$ cat config.mk
export PLATFORM = sky130hd
export DESIGN_NAME = rbf_queue
export DESIGN_NICKNAME = d
export VERILOG_FILES = /design/src/rbf_pkg.sv /design/src/rbf_queue.sv
export SDC_FILE = /design/constraint.sdc
export NUM_CORES = 1
export LEC_CHECK = 0
export ABC_AREA = 1
export BUFFER_PORTS_ARGS = -buffer_cell sky130_fd_sc_hd__buf_2
export CELL_PAD_IN_SITES_DETAIL_PLACEMENT = 1
export CELL_PAD_IN_SITES_GLOBAL_PLACEMENT = 1
export CORE_MARGIN = 1.5
export CORE_UTILIZATION = 48
export CTS_CLUSTER_SIZE = 20
export DETAILED_ROUTE_END_ITERATION = 12
export GPL_ROUTABILITY_DRIVEN = 1
export GPL_TIMING_DRIVEN = 0
export HOLD_SLACK_MARGIN = 0.02
export PLACE_DENSITY = 0.82
export REMOVE_ABC_BUFFERS = 1
export SYNTH_ARGS = -nofsm -noshare
export SYNTH_HDL_FRONTEND = slang
export SYNTH_SLANG_ARGS = --single-unit
$ cat constraint.sdc
create_clock -name clock -period 4.75 [get_ports clock]
set_input_delay 0.475 -clock clock [delete_from_list [all_inputs] [get_ports clock]]
set_output_delay 0.475 -clock clock [all_outputs]
set_load 0.05 [all_outputs]
$ cat src/rbf_pkg.sv
// rbf_pkg: shared types and constants of the rgb 3x3 box filter
// no dependencies; imported by every other file of the block
`default_nettype none

package rbf_pkg;

   // default line store depth, largest usable frame width
   localparam int MAX_WIDTH_DEF = 1024;

   // pixel layout
   localparam int CHAN_W     = 8;
   localparam int CHAN_COUNT = 3;
   localparam int CHAN_RED   = 2;
   localparam int CHAN_GREEN = 1;
   localparam int CHAN_BLUE  = 0;

   // configuration registers
   localparam int CFG_WIDTH_W  = 11;
   localparam int CFG_HEIGHT_W = 12;
   localparam int CSR_DATA_W   = 12;
   localparam int CSR_INDEX_W  = 1;
   localparam logic [CSR_INDEX_W-1:0] CSR_FRAME_WIDTH  = 1'd0;
   localparam logic [CSR_INDEX_W-1:0] CSR_FRAME_HEIGHT = 1'd1;
   localparam int WIDTH_RESET  = 640;
   localparam int HEIGHT_RESET = 480;
   localparam int MIN_SIZE     = 3;

   // position counters
   localparam int ROW_W   = CFG_HEIGHT_W + 1;
   localparam int COUNT_W = CFG_WIDTH_W + CFG_HEIGHT_W;

   // item kinds
   localparam logic ACTION_PIXEL = 1'b0;
   localparam logic ACTION_FLUSH = 1'b1;

   // depth of the queue between front and back
   localparam int QUEUE_DEPTH = 4;

   typedef logic [CHAN_COUNT-1:0][CHAN_W-1:0] pixel_type;

   // what the back end has to do with one queued item
   typedef struct packed {
      logic wr;         // pixel: write the line stores, bottom row is the pixel
      logic rd;         // read the line stores, else zeros enter the window
      logic emit;       // item gives a result
      logic filter;     // result is the mean, else the window centre
      logic frame_end;  // last result of the frame
   } item_ctrl_type;

   localparam int CTRL_W = $bits(item_ctrl_type);

endpackage

`default_nettype wire

$ cat src/rbf_queue.sv
// rbf_queue: short first-in first-out queue between front and back
// depends on rbf_pkg for the default depth
`default_nettype none

module rbf_queue import rbf_pkg::*; #(
   parameter int DATA_W = 8,
   parameter int DEPTH  = QUEUE_DEPTH
) (
   input  wire logic              clock,
   input  wire logic              reset,
   input  wire logic              push,
   input  wire logic [DATA_W-1:0] push_data,
   input  wire logic              pop,
   output logic [DATA_W-1:0]      head_data,
   output logic                   empty,
   output logic                   full
);

   localparam int PTR_W = (DEPTH > 1) ? $clog2(DEPTH) : 1;
   localparam int CNT_W = $clog2(DEPTH + 1);
   localparam logic [PTR_W-1:0] LAST_PTR  = PTR_W'(DEPTH - 1);
   localparam logic [CNT_W-1:0] DEPTH_CNT = CNT_W'(DEPTH);

   logic [DATA_W-1:0] slot_ff [DEPTH];
   logic [PTR_W-1:0]  wr_ptr_ff, wr_ptr_in;
   logic [PTR_W-1:0]  rd_ptr_ff, rd_ptr_in;
   logic [CNT_W-1:0]  count_ff, count_in;
   logic              do_push, do_pop;

   assign empty     = count_ff == '0;
   assign full      = count_ff == DEPTH_CNT;
   assign do_push   = push && !full;
   assign do_pop    = pop && !empty;
   assign head_data = slot_ff[rd_ptr_ff];

   always_comb begin
      wr_ptr_in = wr_ptr_ff;
      rd_ptr_in = rd_ptr_ff;
      count_in  = count_ff;
      if (do_push) begin
         wr_ptr_in = (wr_ptr_ff == LAST_PTR) ? '0 : wr_ptr_ff + PTR_W'(1);
      end
      if (do_pop) begin
         rd_ptr_in = (rd_ptr_ff == LAST_PTR) ? '0 : rd_ptr_ff + PTR_W'(1);
      end
      if (do_push && !do_pop) begin
         count_in = count_ff + CNT_W'(1);
      end else if (do_pop && !do_push) begin
         count_in = count_ff - CNT_W'(1);
      end
   end

   always_ff @(posedge clock) begin
      if (reset) begin
         wr_ptr_ff <= '0;
         rd_ptr_ff <= '0;
         count_ff  <= '0;
      end else begin
         wr_ptr_ff <= wr_ptr_in;
         rd_ptr_ff <= rd_ptr_in;
         count_ff  <= count_in;
      end
   end

   always_ff @(posedge clock) begin
      if (do_push) begin
         slot_ff[wr_ptr_ff] <= push_data;
      end
   end

endmodule

`default_nettype wire

==> results.json <==
{
  "cell_area_after_placement_mm2": 0.00184,
  "critical_path.reg2reg.startpoint": "count_ff[1]",
  "timing.reg2reg.worst_path_depth": 12,
  "worst_ir_drop_vdd_uv": 296,
  "nets": 192,
  "final_design_area_no_fill_mm2": 0.00192,
  "timing.fmax_mhz": 404,
  "final_cell_mix": "33 x sky130_fd_sc_hd__nor2_1, 32 x sky130_fd_sc_hd__edfxtp_1, 21 x sky130_fd_sc_hd__buf_2",
  "worst_slew_margin_rel_pct": 44.3,
  "wl_per_cell_um": 16.9,
  "grt_setup_unrepaired": "no",
  "layout-area-overhead-vs-synth_pct": 13.3,
  "worst_path_dominant_cell_family": "flip-flops",
  "cts.path.max_buffers": 2,
  "drt-initial-drc-count": 43,
  "gpl.final_weighted_congestion": 0.705,
  "grt_start_max_net_pins": 18,
  "clock_latency_ns": 0.35,
  "post_route_cells_drive_above_1_share_pct": 19.0,
  "drv.max_cap_violation_count": 0,
  "ant_nets": 0,
  "cp-start-kind": "register",
  "clk_root_buffer_cell": "sky130_fd_sc_hd__clkbuf_4",
  "number_of_cts_inserted_buffers": 5,
  "grtUsageTotal_pct": 21.6,
  "tritoncts_clock_tree": "done",
  "critPathArrivalTime_ns": 2.00,
  "worstSetupPathType": "reg -> out",
  "power.density_mw_per_mm2": 633,
  "die_h_um": 62.5,
  "placementRows": 21,
  "fillerInstances": 405,
  "number_of_hold_buffers_added_after_cts": 0,
  "vias_per_cell": 5.27,
  "worstPathRequired_ns": 4.28,
  "die-area_mm2": 0.00390,
  "global_route_wire_length_before_repair_mm": 6.21,
  "synthesis.instances": 147,
  "tns_ns": 0,
  "post_cts.repair.setup_buffers": 0,
  "numClockSinks": 41,
  "syn_area_per_cell_um2": 11.5,
  "worst-path-buf-inv": 2,
  "r2r-end": "count_ff[2]",
  "timing.final.crit_period_ns": 2.48,
  "final_hold_viol_count": 0,
  "timing.reg2reg.setup_slack_ns": 2.78,
  "boundaryPins": 22,
  "first_global_vias": 1289,
  "critical-path-max-stage-delay_ns": 0.75,
  "status": "finished, final reports clean",
  "gr-total-overflow": 0,
  "worstHoldStart": "reset",
  "layout_commonest_cell": "sky130_fd_sc_hd__nor2_1",
  "insertedDiodeCount": 0,
  "drc": 0,
  "flip_flop_and_latch_count_after_synthesis": 41,
  "io_buffer_count": 21,
  "critical_path.cell_chain": "inv_2, o21ai_0, o22ai_1, buf_2",
  "cts.htree.levels": 2,
  "worst_setup_slack_post_dpl_ns": 2.66,
  "synthesis.area_mm2": 0.00170,
  "drtPass1Iterations": 4,
  "half_perimeter_wire_length_of_the_detailed_placement_result_mm": 2.52,
  "power_leakage_nw": 0.778,
  "timing.final.crit_share_pct": 52.2,
  "timing.hold.worst_endpoint": "count_ff[0]",
  "critical_path_cell_count": 4,
  "finalSetupViolCount": 0,
  "antenna_found_initial": 0,
  "core_area_mm2": 0.00336,
  "floorplan.initialDensity_pct": 50.4,
  "path_clk_slew_ns": 0.12,
  "die-width_um": 62.5,
  "cp-end-kind": "primary output",
  "path_max_fanout": 17,
  "finClkSkew_ns": 0.00548,
  "wirelength_mm": 3.72,
  "hold_path_class": "in -> reg",
  "critPathSlowestCell": "sky130_fd_sc_hd__dfxtp_1",
  "post_cts_resized": 0,
  "cells_on_worst_hold_path": 2,
  "max_slew.worst_pin.slew_ns": 0.833,
  "setup_ws_ns": 2.27,
  "synth-seq-area-share_pct": 67.3,
  "report.final.slew_viol_count": 0,
  "routed_via_count": 1159,
  "synthesis.yosys.warnings": 0,
  "yosys.cell_types.count": 19
}
[layout make-up]
type	count	area, µm²	area share [%]
well taps	46	57.6	2.99
inverters	18	67.6	3.52
clock buffers	7	55.1	2.86
flip-flops and latches	41	1140	59.4
repair buffers	21	105	5.47
multi-input cells	86	465	24.2
clock inverters	1	30.0	1.56
[registers in the layout (all words and copies together), names as in the netlist, named ones only]
signal,flops
wr_ptr_ff,2
count_ff,3
slot_ff,32
rd_ptr_ff,2
[metrics by stage]
step                      instances  hold slack, ns  power (mW)  utilization, %
after global placement          212           0.510       0.952            54.6
after global routing            220           0.282        1.29            57.1
after detailed placement        212           0.521       0.988            54.6
after CTS                       220           0.276        1.23            57.1
after floorplan                 145           0.483       0.853               -
final                           220           0.283        1.22            57.1
[kinds of logic after synthesis]
group,synth area share (%)
and+or+nand+nor,12.1
xor gates and xnor gates,0.516
adders and majority gates,5.60
DFF,67.3
buffers and inverters,5.31
AOI/OAI and AO/OA,9.22
[cell usage after synthesis]
cell / count / share of area [%]
sky130_fd_sc_hd__inv_2: 1 / 0.22
sky130_fd_sc_hd__o21ai_1: 1 / 0.29
sky130_fd_sc_hd__nand2_2: 1 / 0.37
sky130_fd_sc_hd__o21ai_2: 3 / 1.5
sky130_fd_sc_hd__inv_1: 17 / 3.8
sky130_fd_sc_hd__nand3b_1: 2 / 0.88
sky130_fd_sc_hd__dfxtp_1: 9 / 11
sky130_fd_sc_hd__o22ai_1: 8 / 2.9
sky130_fd_sc_hd__a21oi_1: 2 / 0.59
sky130_fd_sc_hd__ha_1: 6 / 4.4
sky130_fd_sc_hd__o21ai_0: 13 / 3.8
sky130_fd_sc_hd__edfxtp_1: 32 / 57
sky130_fd_sc_hd__xor2_1: 1 / 0.52
sky130_fd_sc_hd__buf_6: 2 / 1.3
sky130_fd_sc_hd__fa_1: 1 / 1.2
sky130_fd_sc_hd__nor2_1: 33 / 7.3
sky130_fd_sc_hd__nand4_1: 1 / 0.37
sky130_fd_sc_hd__nand3_1: 1 / 0.29
sky130_fd_sc_hd__nand2_1: 13 / 2.9
[power breakdown]
part | leakage, nW | switching [mW] | internal (mW)
registers | 0.368 | 0.0513 | 0.445
logic | 0.365 | 0.364 | 0.122
clock network | 0.0455 | 0.109 | 0.126
[worst reg2reg max path, cell delays in order, from the launching register on]
cell	delay, ns
sky130_fd_sc_hd__dfxtp_1	0.36
sky130_fd_sc_hd__nor2_1	0.16
sky130_fd_sc_hd__nand2_1	0.14
sky130_fd_sc_hd__nand2_1	0.18
sky130_fd_sc_hd__ha_1	0.21
sky130_fd_sc_hd__inv_1	0.07
sky130_fd_sc_hd__fa_1	0.39
sky130_fd_sc_hd__inv_1	0.08
sky130_fd_sc_hd__nand2_1	0.07
sky130_fd_sc_hd__nand3_1	0.08
sky130_fd_sc_hd__nand2_1	0.05
sky130_fd_sc_hd__inv_1	0.04
sky130_fd_sc_hd__nor2_1	0.03
[worst max-delay path by stage]
stage,start,endpoint,slack [ns]
6_report,register,head_data[0],2.27
2_1_floorplan,register,head_data[0],2.77
4_1_cts,register,head_data[0],2.26
5_1_grt,register,head_data[0],2.11
3_5_place_dp,register,head_data[3],2.66
3_3_place_gp,register,head_data[3],2.81
[routing by layer]
metal	GRT usage [%]	part of all wire, %	vias up
li1	-	-	555
met1	22.8	39	580
met2	42.3	57	17
met3	3.78	2.3	7
met4	7.50	1.6	0
met5	0	0	-
Power figures use the tool's default switching activity.
