File: config.mk
export PLATFORM = sky130hd
export DESIGN_NAME = rbf_front
export DESIGN_NICKNAME = d
export VERILOG_FILES = /design/src/rbf_pkg.sv /design/src/rbf_front.sv
export SDC_FILE = /design/constraint.sdc
export NUM_CORES = 1
export LEC_CHECK = 0
export BUFFER_PORTS_ARGS = -buffer_cell sky130_fd_sc_hd__buf_2
export CAP_MARGIN = 20
export CORE_ASPECT_RATIO = 1.25
export CORE_MARGIN = 4
export CORE_UTILIZATION = 45
export CTS_BUF_LIST = sky130_fd_sc_hd__clkbuf_4
export CTS_CLUSTER_SIZE = 10
export DETAILED_ROUTE_END_ITERATION = 10
export PLACE_DENSITY = 0.67
export SLEW_MARGIN = 15
export SYNTH_ARGS = -nofsm -noshare
export SYNTH_HDL_FRONTEND = slang
export SYNTH_SLANG_ARGS = --single-unit
export TNS_END_PERCENT = 50
File: constraint.sdc
create_clock -name clock -period 13 [get_ports clock]
set_input_delay 2.6 -clock clock [delete_from_list [all_inputs] [get_ports clock]]
set_output_delay 2.6 -clock clock [all_outputs]
set_load 0.03 [all_outputs]
File: src/rbf_pkg.sv
// rbf_pkg: shared types and constants of the rgb 3x3 box filter
// no dependencies; imported by every other file of the block
`default_nettype none

package rbf_pkg;

   // default line store depth, largest usable frame width
   localparam int MAX_WIDTH_DEF = 1024;

   // pixel layout
   localparam int CHAN_W     = 8;
   localparam int CHAN_COUNT = 3;
   localparam int CHAN_RED   = 2;
   localparam int CHAN_GREEN = 1;
   localparam int CHAN_BLUE  = 0;

   // configuration registers
   localparam int CFG_WIDTH_W  = 11;
   localparam int CFG_HEIGHT_W = 12;
   localparam int CSR_DATA_W   = 12;
   localparam int CSR_INDEX_W  = 1;
   localparam logic [CSR_INDEX_W-1:0] CSR_FRAME_WIDTH  = 1'd0;
   localparam logic [CSR_INDEX_W-1:0] CSR_FRAME_HEIGHT = 1'd1;
   localparam int WIDTH_RESET  = 640;
   localparam int HEIGHT_RESET = 480;
   localparam int MIN_SIZE     = 3;

   // position counters
   localparam int ROW_W   = CFG_HEIGHT_W + 1;
   localparam int COUNT_W = CFG_WIDTH_W + CFG_HEIGHT_W;

   // item kinds
   localparam logic ACTION_PIXEL = 1'b0;
   localparam logic ACTION_FLUSH = 1'b1;

   // depth of the queue between front and back
   localparam int QUEUE_DEPTH = 4;

   typedef logic [CHAN_COUNT-1:0][CHAN_W-1:0] pixel_type;

   // what the back end has to do with one queued item
   typedef struct packed {
      logic wr;         // pixel: write the line stores, bottom row is the pixel
      logic rd;         // read the line stores, else zeros enter the window
      logic emit;       // item gives a result
      logic filter;     // result is the mean, else the window centre
      logic frame_end;  // last result of the frame
   } item_ctrl_type;

   localparam int CTRL_W = $bits(item_ctrl_type);

endpackage

`default_nettype wire

File: src/rbf_front.sv
// rbf_front: size registers, raster position counters and item classification
// depends on rbf_pkg; feeds rbf_queue
`default_nettype none

module rbf_front import rbf_pkg::*; #(
   parameter int MAX_WIDTH = MAX_WIDTH_DEF,
   parameter int ADDR_W    = 10
) (
   input  wire logic                   clock,
   input  wire logic                   reset,
   input  wire logic                   csr_we,
   input  wire logic [CSR_INDEX_W-1:0] csr_index,
   input  wire logic [CSR_DATA_W-1:0]  csr_wdata,
   input  wire logic                   item_valid,
   output logic                        item_ready,
   input  wire logic                   item_action,
   input  wire pixel_type              item_pixel,
   input  wire logic                   queue_full,
   output logic                        push_valid,
   output item_ctrl_type               push_ctrl,
   output logic [ADDR_W-1:0]           push_addr,
   output pixel_type                   push_pixel
);

   localparam int RESET_W = (WIDTH_RESET > MAX_WIDTH) ? MAX_WIDTH : WIDTH_RESET;
   localparam logic [CFG_WIDTH_W-1:0]  RESET_W_VAL = CFG_WIDTH_W'(RESET_W);
   localparam logic [CFG_HEIGHT_W-1:0] RESET_H_VAL = CFG_HEIGHT_W'(HEIGHT_RESET);
   localparam logic [COUNT_W-1:0]      AREA_RESET  = COUNT_W'(RESET_W * HEIGHT_RESET);
   localparam logic [31:0]             MAX_W32     = 32'(MAX_WIDTH);

   function automatic logic [CFG_WIDTH_W-1:0] clamp_width(input logic [CFG_WIDTH_W-1:0] v);
      logic [CFG_WIDTH_W-1:0] r;
      if (v < CFG_WIDTH_W'(MIN_SIZE)) begin
         r = CFG_WIDTH_W'(MIN_SIZE);
      end else if (32'(v) > MAX_W32) begin
         r = CFG_WIDTH_W'(MAX_WIDTH);
      end else begin
         r = v;
      end
      return r;
   endfunction

   function automatic logic [CFG_HEIGHT_W-1:0] clamp_height(input logic [CFG_HEIGHT_W-1:0] v);
      return (v < CFG_HEIGHT_W'(MIN_SIZE)) ? CFG_HEIGHT_W'(MIN_SIZE) : v;
   endfunction

   // effective sizes and their product
   logic [CFG_WIDTH_W-1:0]  width_ff, width_in;
   logic [CFG_HEIGHT_W-1:0] height_ff, height_in;
   logic [COUNT_W-1:0]      area_ff, area_in;
   logic                    wr_width, wr_height;

   // raster position of the next pixel, results given in this frame
   logic [CFG_WIDTH_W-1:0]  col_ff, col_in;
   logic [ROW_W-1:0]        row_ff, row_in;
   logic [COUNT_W-1:0]      count_ff, count_in;

   logic                    accept;
   logic                    wrap;
   logic [CFG_WIDTH_W-1:0]  pix_col;
   logic [ROW_W-1:0]        pix_row;
   logic [ROW_W-1:0]        pix_row_inc;
   logic [CFG_WIDTH_W:0]    col_next_wide;
   logic                    last_col;
   logic                    in_frame;
   logic                    pix_emit;
   logic                    pix_filter;
   logic                    frame_done;
   logic [COUNT_W-1:0]      count_inc;
   logic                    flush_end;
   logic [CFG_WIDTH_W-1:0]  col_sat;

   // size writes: product formed from the value being written so it is never stale
   assign wr_width  = csr_we && (csr_index == CSR_FRAME_WIDTH);
   assign wr_height = csr_we && (csr_index == CSR_FRAME_HEIGHT);
   assign width_in  = wr_width ? clamp_width(csr_wdata[CFG_WIDTH_W-1:0]) : width_ff;
   assign height_in = wr_height ? clamp_height(csr_wdata[CFG_HEIGHT_W-1:0]) : height_ff;
   assign area_in   = COUNT_W'(width_in) * COUNT_W'(height_in);

   assign item_ready = !queue_full;
   assign accept     = item_valid && item_ready;

   // pixel: a column at or past the width starts the next row
   assign wrap          = col_ff >= width_ff;
   assign pix_col       = wrap ? '0 : col_ff;
   assign pix_row       = wrap ? row_ff + ROW_W'(1) : row_ff;
   assign pix_row_inc   = pix_row + ROW_W'(1);
   assign in_frame      = pix_row < ROW_W'(height_ff);
   assign col_next_wide = {1'b0, pix_col} + (CFG_WIDTH_W + 1)'(1);
   assign last_col      = col_next_wide >= {1'b0, width_ff};
   assign pix_emit      = (pix_row >= ROW_W'(2)) ||
                          ((pix_row == ROW_W'(1)) && (pix_col >= CFG_WIDTH_W'(1)));
   assign pix_filter    = (pix_col >= CFG_WIDTH_W'(2)) && (pix_row >= ROW_W'(2));

   // flush: only once all rows are in
   assign frame_done = row_ff >= ROW_W'(height_ff);
   assign count_inc  = count_ff + COUNT_W'(1);
   assign flush_end  = count_inc >= area_ff;
   assign col_sat    = (&col_ff) ? col_ff : col_ff + CFG_WIDTH_W'(1);

   always_comb begin
      col_in     = col_ff;
      row_in     = row_ff;
      count_in   = count_ff;
      push_valid = 1'b0;
      push_ctrl  = '0;
      push_addr  = ADDR_W'(pix_col);
      push_pixel = item_pixel;
      if (accept) begin
         case (item_action)
            ACTION_PIXEL: begin
               if (!in_frame) begin
                  col_in = pix_col;
                  row_in = pix_row;
               end else begin
                  push_valid       = 1'b1;
                  push_ctrl.wr     = 1'b1;
                  push_ctrl.rd     = 1'b1;
                  push_ctrl.emit   = pix_emit;
                  push_ctrl.filter = pix_filter;
                  if (last_col) begin
                     col_in = '0;
                     row_in = pix_row_inc;
                  end else begin
                     col_in = col_next_wide[CFG_WIDTH_W-1:0];
                     row_in = pix_row;
                  end
                  if (pix_emit) begin
                     count_in = count_inc;
                  end
               end
            end
            ACTION_FLUSH: begin
               push_addr = ADDR_W'(col_ff);
               if (frame_done) begin
                  push_valid          = 1'b1;
                  push_ctrl.rd        = col_ff < width_ff;
                  push_ctrl.emit      = 1'b1;
                  push_ctrl.frame_end = flush_end;
                  if (flush_end) begin
                     col_in   = '0;
                     row_in   = '0;
                     count_in = '0;
                  end else begin
                     col_in   = col_sat;
                     count_in = count_inc;
                  end
               end
            end
            default: begin
            end
         endcase
      end
   end

   always_ff @(posedge clock) begin
      if (reset) begin
         width_ff  <= RESET_W_VAL;
         height_ff <= RESET_H_VAL;
         area_ff   <= AREA_RESET;
         col_ff    <= '0;
         row_ff    <= '0;
         count_ff  <= '0;
      end else begin
         width_ff  <= width_in;
         height_ff <= height_in;
         area_ff   <= area_in;
         col_ff    <= col_in;
         row_ff    <= row_in;
         count_ff  <= count_in;
      end
   end

endmodule

`default_nettype wire

==> run_results.csv <==
group,metric,value,unit
logic_synthesis,yosysWarnings,0,
logic_synthesis,synth.top_cell.area_share,16.51,%
drt,drt_wl_total,29.09,mm
logic_synthesis,synthArstFlopShare,0,%
worst_setup_path,reg2reg_from,"width_ff[6]$_SDFF_PP0_",
pwr,power_density,73.47,nW/um^2
die,floorplan.die_area,27660,um^2
timing,clock.fmax,0.1008,GHz
hold_path,hp-class,"reg2reg",
place,gp_congestion,0.9092,
logic_synthesis,yosysSeqAreaShare,16.51,%
timing,holdWs,0.5273,ns
global_route,grt_pass1_wl,48.24,mm
worst_setup_path,cpMostUsedCell,"fa_1",
clock_tree,ctsHoldBuffers,0,
drt,wl_per_cell,17.29,um
worst_setup_path,worstPathArrival,10.27,ns
hold_path,hold_end,"row_ff[9]$_SDFFE_PP0P_",
drt,drc,0,
drt,ant_nets,0,
logic_synthesis,synth_edf_count,0,
final_layout,final_nets,1615,
worst_setup_path,slowest_delay,0.79,ns
clock_tree,cts_num_sinks,93,
place,hpwlAfterDp,23.32,mm
drt,dr_total_vias,9540,
hold_path,hold_depth,2,
timing,fin_tns_setup,0,ns
timing,setup_viol,0,
global_route,track_usage,21.64,%
clock_tree,clkTransAtPathRegs,0.16,ns
drt,vias_per_cell,5.668,
die,dieWidth,149.6,um
timing,finalHoldViolCount,0,
logic_synthesis,synthTopCellsByArea,"dfxtp_1, fa_1, ha_1, inv_1, nor2_1",
clock_tree,clockBufferDepth,2,
timing,slew_viol_final,0,
global_route,grt_pass1_vias,9511,
clock_tree,post_cts_resized,0,
clock_tree,cts_tree,"yes",
pwr,irDropWorstVdd,48.60,uV
clock_tree,cts_max_level,3,
worst_setup_path,cp_max_fo,14,
worst_setup_path,rr_endpoint,"area_ff[22]$_SDFF_PP0_",
die,coreArea,24580,um^2
worst_setup_path,crit_path_end_kind,"flop",
timing,relSlewSlack,30.67,%
place,port_buffers,35,
hold_path,hold_start,"row_ff[9]$_SDFFE_PP0P_",
final_layout,regArea,1862,um^2
drt,first_pass_iters,6,
logic_synthesis,synth_flop_cell,"dfxtp_1",
drt,first_iter_violations,645,
timing,period_share,76.32,%
pwr,p_leak,5.819,nW
flow_run,cap_violations,0,
timing,fin_skew,0.03324,ns
global_route,antenna_found_initial,2,
final_layout,drive_above_1_share,8.370,%
timing,finalCriticalPeriod,9.922,ns
logic_synthesis,yosys_register_bits,93,
die,rows,64,
timing,max_slew.worst_pin.slew,1.037,ns
die,io_pins,84,
clock_tree,post_cts_buffers,0,
clock_tree,tritoncts.num_buffers,9,
logic_synthesis,synth.net_count,1628,
run_status,status,"completed",
worst_setup_path,reg2reg_depth,20,
worst_setup_path,critPathSlowestCell,"a21oi_1",
final_layout,syn_to_final_growth,3.829,%
worst_setup_path,startpoint_type,"input port",
logic_synthesis,yosys-top-cells-count,"inv_1, nor2_1, ha_1",
worst_setup_path,path_class,"in2reg",
logic_synthesis,syn-cell-area,11270,um^2
worst_setup_path,critPathRequiredTime,13.35,ns
global_route,grt_max_degree,60,
clock_tree,cts-root-buf,"clkbuf_4",
logic_synthesis,yosysTopAreaCell,"dfxtp_1",
final_layout,num-fill-cells,2448,
timing,rsz0062_at_grt,"false",
logic_synthesis,ys_types,77,
worst_setup_path,r2r_slack,6.41,ns
die,die_y,185.0,um
logic_synthesis,yosysMostFrequentCell,"inv_1",
clock_tree,clock_latency,0.49,ns
logic_synthesis,syn_inst,1358,
final_layout,multi_input_area,8354,um^2
global_route,grt_overflow,0,
logic_synthesis,syn_avg_cell_area,8.301,um^2
die,start_util,45.86,%
worst_setup_path,cp_cell_sequence,"buf_2 > nor4_1 > nand2_1 > or3_1 > a21oi_1 > a22oi_1 > or2_2 > fa_1 > fa_1 > fa_1 > inv_1 > fa_1 > inv_1 > fa_1 > inv_1 > ha_1 > or4_1 > or2_2 > o221ai_1 > a41oi_1 > a41o_1 > a221oi_1 > xnor2_1 > nor2_1",
state kept, by name, summed over array words and instances, names as in the netlist:
signal and cells:
area_ff 23, width_ff 11, height_ff 12, row_ff 13, count_ff 23, col_ff 11
logic make-up (layout without fill, tap and decap cells):
| logic type | after synthesis | count (layout) | synth area share, % |
|---|---|---|---|
| other | 0 | 3 | 0 |
| DFF | 93 | 93 | 16.52 |
| muxes | 25 | 25 | 2.364 |
| AOI/OAI and AO/OA | 244 | 244 | 15.98 |
| and+or+nand+nor | 453 | 453 | 19.67 |
| xor gates and xnor gates | 64 | 64 | 4.972 |
| adders and majority gates | 227 | 227 | 31.12 |
| buffers and inverters | 252 | 244 | 9.378 |
routing by layer:
layer / up-vias / routed length [um] / GRT usage [%]
li1: 4591 / - / -
met3: 55 / 1578 / 3.328
met5: - / 0 / 0
met2: 275 / 13650 / 35.36
met4: 0 / 839 / 7.729
met1: 4619 / 13020 / 29.18
cells in the final DEF, fill, tap and decap left out, types with 15 or more instances in the layout:
cell	instances
a41o_1	16
xor2_1	28
nand2_1	115
a21oi_1	41
nor2_1	148
nand3_1	27
buf_2	35
fa_1	89
buf_4	16
inv_1	174
or2_2	15
xnor2_1	36
a21o_1	17
ha_1	138
dfxtp_1	93
nor3_1	25
o21ai_0	33
nor2b_1	23
and3_1	24
power breakdown:
group	switching [mW]	internal [mW]	leakage [nW]
Clock	0.112	0.0385	0.0673
Sequential	0.00970	0.306	0.756
Combinational	0.236	0.158	5.00
critical path: cells and delay by family:
family	cells	cell delay, ns
fa+ha+maj	6	2.70
xor+xnor	1	0.17
compound gates	6	2.34
buf+inv	4	0.27
simple gates	7	2.19
final cells by class:
| type | instances | share of cell area, % |
|---|---|---|
| Antenna cell | 3 | 0.06414 |
| Timing Repair Buffer | 51 | 2.523 |
| Inverter | 177 | 5.676 |
| Sequential cell | 93 | 15.91 |
| Clock inverter | 7 | 0.3528 |
| Tap cell | 330 | 3.528 |
| Clock buffer | 9 | 0.5772 |
| Multi-Input combinational cell | 1013 | 71.37 |
worst max-delay path by stage:
stage,from,endpoint,depth (start not counted)
final,csr_wdata[4],area_ff[22]$_SDFF_PP0_,24
after global routing,csr_wdata[4],area_ff[22]$_SDFF_PP0_,24
after CTS,csr_wdata[7],area_ff[22]$_SDFF_PP0_,24
after detailed placement,csr_wdata[4],area_ff[22]$_SDFF_PP0_,24
after global placement,csr_wdata[4],area_ff[22]$_SDFF_PP0_,24
after floorplan,csr_wdata[7],area_ff[22]$_SDFF_PP0_,24
metrics by stage:
step	power, mW	util (%)	area [um^2]	cells	setup slack [ns]
5_1_grt	0.9388	47.60	11700	1682	2.576
4_1_cts	0.8678	47.58	11700	1680	3.163
2_1_floorplan	0.6312	-	11270	1358	3.962
6_report	0.8600	47.61	11710	1683	3.078
3_3_place_gp	0.7072	47.14	11590	1664	2.798
3_5_place_dp	0.7127	47.14	11590	1664	2.636
No activity file was read; power rests on OpenSTA's default activity.
